### src/rtl/rpc_pkg.sv
// Package for the restricted partition counter: defaults, codes, FSM and control types.
package rpc_pkg;

  // Default structural parameters
  localparam int SIZE_MAX_DEF    = 63;
  localparam int PART_MAX_DEF    = 63;
  localparam int MOD_MAX_DEF     = 16;
  localparam int COUNT_WIDTH_DEF = 32;

  // Input item kinds (tuser)
  localparam logic FUNC_LOAD = 1'b0;
  localparam logic FUNC_RUN  = 1'b1;

  // Configuration register indexes
  localparam logic [1:0] CFG_MODULUS  = 2'd0;
  localparam logic [1:0] CFG_MAX_SIZE = 2'd1;
  localparam logic [1:0] CFG_FORBID   = 2'd2;

  // Reset values of the configuration registers
  localparam logic [4:0]  MODULUS_RST  = 5'd8;
  localparam logic [5:0]  MAX_SIZE_RST = 6'd63;
  localparam logic [62:0] FORBID_RST   = '0;

  // Sequencer states
  typedef enum logic [3:0] {
    S_IDLE,
    S_N_INIT,
    S_P_TEST,
    S_P_START,
    S_RD_DIFF,
    S_RD_CNT,
    S_ACC,
    S_WR,
    S_SUM,
    S_EMIT
  } state_t;

  // Controller to datapath commands
  typedef struct packed {
    logic load_diff;  // write one difference entry
    logic run_start;  // latch clamped config, n = 0
    logic row_init;   // seed row p = 0 for this n
    logic p_start;    // acc = cur[pr], rr = 0
    logic rd_diff;    // issue difference read
    logic rd_cnt;     // issue count table read
    logic acc_step;   // accumulate one residue
    logic wr_row;     // write one entry of row p
    logic sum_step;   // add one residue into total
    logic n_inc;      // next size
  } cmd_t;

  // Datapath to controller status
  typedef struct packed {
    logic p_over;   // no more parts for this size
    logic rr_last;  // residue index at m-1
    logic forbid;   // current part is forbidden
    logic n_last;   // current size is the last one
  } status_t;

endpackage

### src/rtl/rpc_ctrl.sv
// Sequencer for the partition counter: walks sizes, parts and residues.
module rpc_ctrl
  import rpc_pkg::*;
(
  input  logic    clk,
  input  logic    rst,
  input  logic    s_tvalid,
  input  logic    s_func,
  output logic    s_tready,
  output logic    m_tvalid,
  input  logic    m_tready,
  input  status_t status,
  output cmd_t    cmd
);

  state_t state, state_next;

  // State register
  always_ff @(posedge clk) begin
    if (rst) begin
      state <= S_IDLE;
    end else begin
      state <= state_next;
    end
  end

  // Next state and commands
  always_comb begin
    state_next = state;
    cmd        = '0;
    s_tready   = 1'b0;
    m_tvalid   = 1'b0;
    case (state)
      S_IDLE: begin
        s_tready = 1'b1;
        if (s_tvalid) begin
          if (s_func == FUNC_RUN) begin
            cmd.run_start = 1'b1;
            state_next    = S_N_INIT;
          end else begin
            cmd.load_diff = 1'b1;
          end
        end
      end
      S_N_INIT: begin
        cmd.row_init = 1'b1;
        state_next   = S_P_TEST;
      end
      S_P_TEST: begin
        state_next = status.p_over ? S_SUM : S_P_START;
      end
      S_P_START: begin
        cmd.p_start = 1'b1;
        state_next  = status.forbid ? S_WR : S_RD_DIFF;
      end
      S_RD_DIFF: begin
        cmd.rd_diff = 1'b1;
        state_next  = S_RD_CNT;
      end
      S_RD_CNT: begin
        cmd.rd_cnt = 1'b1;
        state_next = S_ACC;
      end
      S_ACC: begin
        cmd.acc_step = 1'b1;
        state_next   = status.rr_last ? S_WR : S_RD_DIFF;
      end
      S_WR: begin
        cmd.wr_row = 1'b1;
        if (status.rr_last) begin
          state_next = S_P_TEST;
        end
      end
      S_SUM: begin
        cmd.sum_step = 1'b1;
        if (status.rr_last) begin
          state_next = S_EMIT;
        end
      end
      S_EMIT: begin
        m_tvalid = 1'b1;
        if (m_tready) begin
          if (status.n_last) begin
            state_next = S_IDLE;
          end else begin
            cmd.n_inc  = 1'b1;
            state_next = S_N_INIT;
          end
        end
      end
      default: state_next = S_IDLE;
    endcase
  end

endmodule

### config.mk
export PLATFORM = sky130hd
export DESIGN_NAME = rpc_ctrl
export DESIGN_NICKNAME = d
export VERILOG_FILES = /design/src/rtl/rpc_pkg.sv /design/src/rtl/rpc_ctrl.sv
export SDC_FILE = /design/constraint.sdc
export NUM_CORES = 1
export LEC_CHECK = 0
export ABC_AREA = 1
export BUFFER_PORTS_ARGS = -buffer_cell sky130_fd_sc_hd__buf_2
export CAP_MARGIN = 20
export CORE_MARGIN = 1
export CORE_UTILIZATION = 24
export DETAILED_ROUTE_END_ITERATION = 6
export MAX_ROUTING_LAYER = met4
export PLACE_DENSITY = 0.54
export REMOVE_ABC_BUFFERS = 1
export SLEW_MARGIN = 20
export SYNTH_ARGS = -nofsm -noshare
export SYNTH_HDL_FRONTEND = slang
export SYNTH_SLANG_ARGS = --single-unit
### constraint.sdc
create_clock -name clk -period 1.9 [get_ports clk]
set_input_delay 0.285 -clock clk [delete_from_list [all_inputs] [get_ports clk]]
set_output_delay 0.285 -clock clk [all_outputs]
set_load 0.1 [all_outputs]
=== After elaboration in Yosys (flattened, before gate mapping) ===
Index checks and enable logic that the tools add are counted.

* Word-level logic and storage cells: 43
* Register bits after elaboration: 4
* Output and inout port bits: 12
* Bits of input ports: 9

* Muxes and demuxes: 26
* Equality and inequality tests: 14
* Reductions and logical operators: 2

{| class="wikitable"
|+ Operators with widths
! cell !! count
|-
| one-hot mux 4 bit (10 select lines) || 1
|-
| 2-to-1 mux 4 bit || 6
|-
| == test 4 x 3 -> 1 bit (second input constant) || 4
|-
| 2-to-1 mux 1 bit || 15
|-
| != test 2 bit (second input constant) || 5
|-
| == test 4 x 2 -> 1 bit (second input constant) || 2
|-
| == test 4 bit (second input constant) || 2
|-
| 2-to-1 mux 2 bit || 4
|-
| AND reduction 5 bit || 1
|-
| == test 4 x 1 -> 1 bit (second input constant) || 1
|-
| zero test 4 bit || 1
|}

=== Longest topological paths before layout ===
* Depth after elaboration: 3
* Mapped depth: 9
* Gate-level depth less buffers: 9

=== Worst setup path before layout ===
No wires, ideal clock.

* Path kind: reg-to-output
* Start: reg state[0]
* End: out cmd[9] (netlist name)
* Slack: -1.093 ns
* Path buffers: 0
* Arrival: 2.708 ns
* Cell stages (with the launch flop): 6
* Cells stage by stage: dfxtp_1 -> inv_2 -> nand2_1 -> nor2_2 -> nand2_1 -> nor2_1

{| class="wikitable"
|+ RTL lines
! item !! line !! RTL
|-
| start, declared || rpc_ctrl.sv:16 || <nowiki>state_t state, state_next;</nowiki>
|-
| start signal, assigned || rpc_ctrl.sv:23 || <nowiki>state <= state_next;</nowiki>
|-
| end, declared || rpc_ctrl.sv:13 || <nowiki>output cmd_t cmd</nowiki>
|}

==> flow_summary.yaml <==
final_layout:
  mostFrequentLayoutCells: "16 x nand2_1, 15 x buf_2, 13 x nor2_1, 9 x inv_1, 5 x nand3_1"
  syn_to_final_growth_pct: 51.7
  biggestRegsByFlops: "state: 4 flops"
  design_area_sq_um: 562
  diodes: 0
  nNetsFinal: 102
  regMostFlops: "state"
  final_common_cell: "nand2_1"
  largest_register_ffs: 4
  drive_above_1_share: 0.363
timing:
  post-route-min-period_ns: 1.73
  tightest_slew_ns: 0.485
  timing.final.max_slew_violations: 0
  setup_viol: 0
  fmax_mhz: 577
  rsz0062_at_grt: "no"
  hold_viol_final: 0
  fin_hold_ws_ns: 0.251
  slew_headroom: 0.679
  worst_clock_skew_ns: 0.00395
  min_period_over_period: 0.913
clocking:
  clock_sinks: 4
  clk_pin_slew_ns: 0.04
  cts_setup_buffers: 0
  cts_tree: "done"
  root_buffer: "clkbuf_4"
  clock_latency_ns: 0.23
  clockBufferDepth: 2
  htreeDepth: 1
  cts_buffers: 3
global_routing:
  overflow: 0
  grt_start_max_net_pins: 7
  grtUsageTotal: 0.142
  first_global_vias: 399
  grt_pass1_wl_microns: 1520
  antenna_found_initial: 0
detailed_routing:
  drc: 0
  ant_nets: 0
  wl_per_cell_microns: 8.95
  wl_microns: 949
  first_iter_violations: 8
  vias_per_cell: 4.51
  first_pass_iters: 4
  vias: 478
power_and_ir_drop:
  power_uw: 934
  vdd_drop_max_mv: 0.841
  p_leak_uw: 0.000298
  pwr_density_cell_mw_per_mm2: 1660
yosys:
  synthesis.area_sq_um: 370
  yosysSeqAreaShare: 0.216
  synth_cells: 68
  synth_top_cell_area_share: 0.216
  yosys.area.top_type: "dfxtp_1"
  ys_types: 16
  ys_ff_latch: 4
  yosys_warnings: 0
  netlist_top_cells_area: "dfxtp_1 22%, nand2_1 16%, nor2_1 13%"
  synth.avg_cell_area_sq_um: 5.45
floorplan:
  die_x_microns: 41.3
  chipHeight_microns: 41.3
  io_pins: 21
  num_rows: 13
  dieArea_sq_mm: 0.00170
  start_util: 0.271
  core_sq_mm: 0.00137
setup_path:
  worstPathArrival_ns: 1.45
  setup.worst_path.class: "reg2out"
  cp_max_fo: 6
  crit_required_ns: 1.62
  cp-start-kind: "register"
  cp-end-kind: "output pin"
status:
  outcome: "finished, final reports clean"
placement:
  placed_cell_area_sq_um: 534
  io_buffers: 20
  dp_hpwl_microns: 814
  gp_congestion: 0.743
worst_hold_path:
  hold_class: "in2reg"
run:
  cap_violations: 0
## power by group
group / internal, uW / total [uW] / leakage [uW] / switching, uW
Clock: 70.5 / 103 / 0.0000138 / 32.4
Combinational: 155 / 693 / 0.000252 / 538
Sequential: 107 / 138 / 0.0000327 / 30.2
Total: 333 / 934 / 0.000298 / 600
## worst paths after layout
kind | startpoint | to | slack [ns] | cells after the start
worst max register to register | state[2] | state[3] | 0.66 | 8
worst min-delay path | rst | state[0] | 0.25 | 2
worst min register to register | state[3] | state[3] | 0.51 | 2
worst max-delay path | state[2] | cmd[9] | 0.17 | 6
## per-stage QoR
stage	utilization	setup TNS, ns	setup WS [ns]	std cells
finish	0.411	0	0.166	106
global route	0.411	0	0.0137	106
CTS	0.408	0	0.0644	106
detailed placement	0.391	0	0.318	103
global placement	0.391	0	0.334	103
floorplan	-	-4.78	-1.09	68
## routing by layer
| layer | share of wire | track usage | vias to the layer above |
|---|---|---|---|
| met4 | 0 | 0.0968 | 0 |
| met2 | 0.46 | 0.219 | 16 |
| li1 | - | - | 263 |
| met5 | 0 | - | - |
| met3 | 0.054 | 0.0163 | 0 |
| met1 | 0.49 | 0.170 | 199 |
## synthesized netlist by cell type
master	n
a21oi_1	3
a31oi_1	1
dfxtp_1	4
inv_1	9
inv_2	3
nand2_1	16
nand2_2	3
nand3_1	5
nand3b_1	1
nor2_1	13
nor2_2	2
nor2_4	1
nor3_1	3
nor3_2	1
o21ai_0	1
o21ai_1	2
## worst max-delay path, cell delays in order (launching register included)
cell     delay [ns]
dfxtp_1        0.37
inv_2          0.09
nand2_2        0.09
nor2_2         0.12
nand2_1        0.06
nor2_1         0.07
buf_2          0.42
## cells by family (layout without fill, tap and decap cells)
kind of cell,after synthesis,in the layout,share of synthesized area
and+or+nand+nor,45,45,0.564
buffers and inverters,12,35,0.122
AOI/OAI and AO/OA,7,7,0.0980
DFF,4,4,0.216
## final cells by class
type,count,area (sq um)
Clock buffer,3,22.5
Fill cell,155,805
Inverter,12,45.0
Multi-Input combinational cell,52,245
Sequential cell,4,80.1
Tap cell,15,18.8
Timing Repair Buffer,20,150
## timing repair
item / CTS / global route
gates resized for setup: 0 / 3
endpoints found under the setup margin: 0 / 2
hold buffers: 0 / 0
No activity file was read; power rests on OpenSTA's default activity.
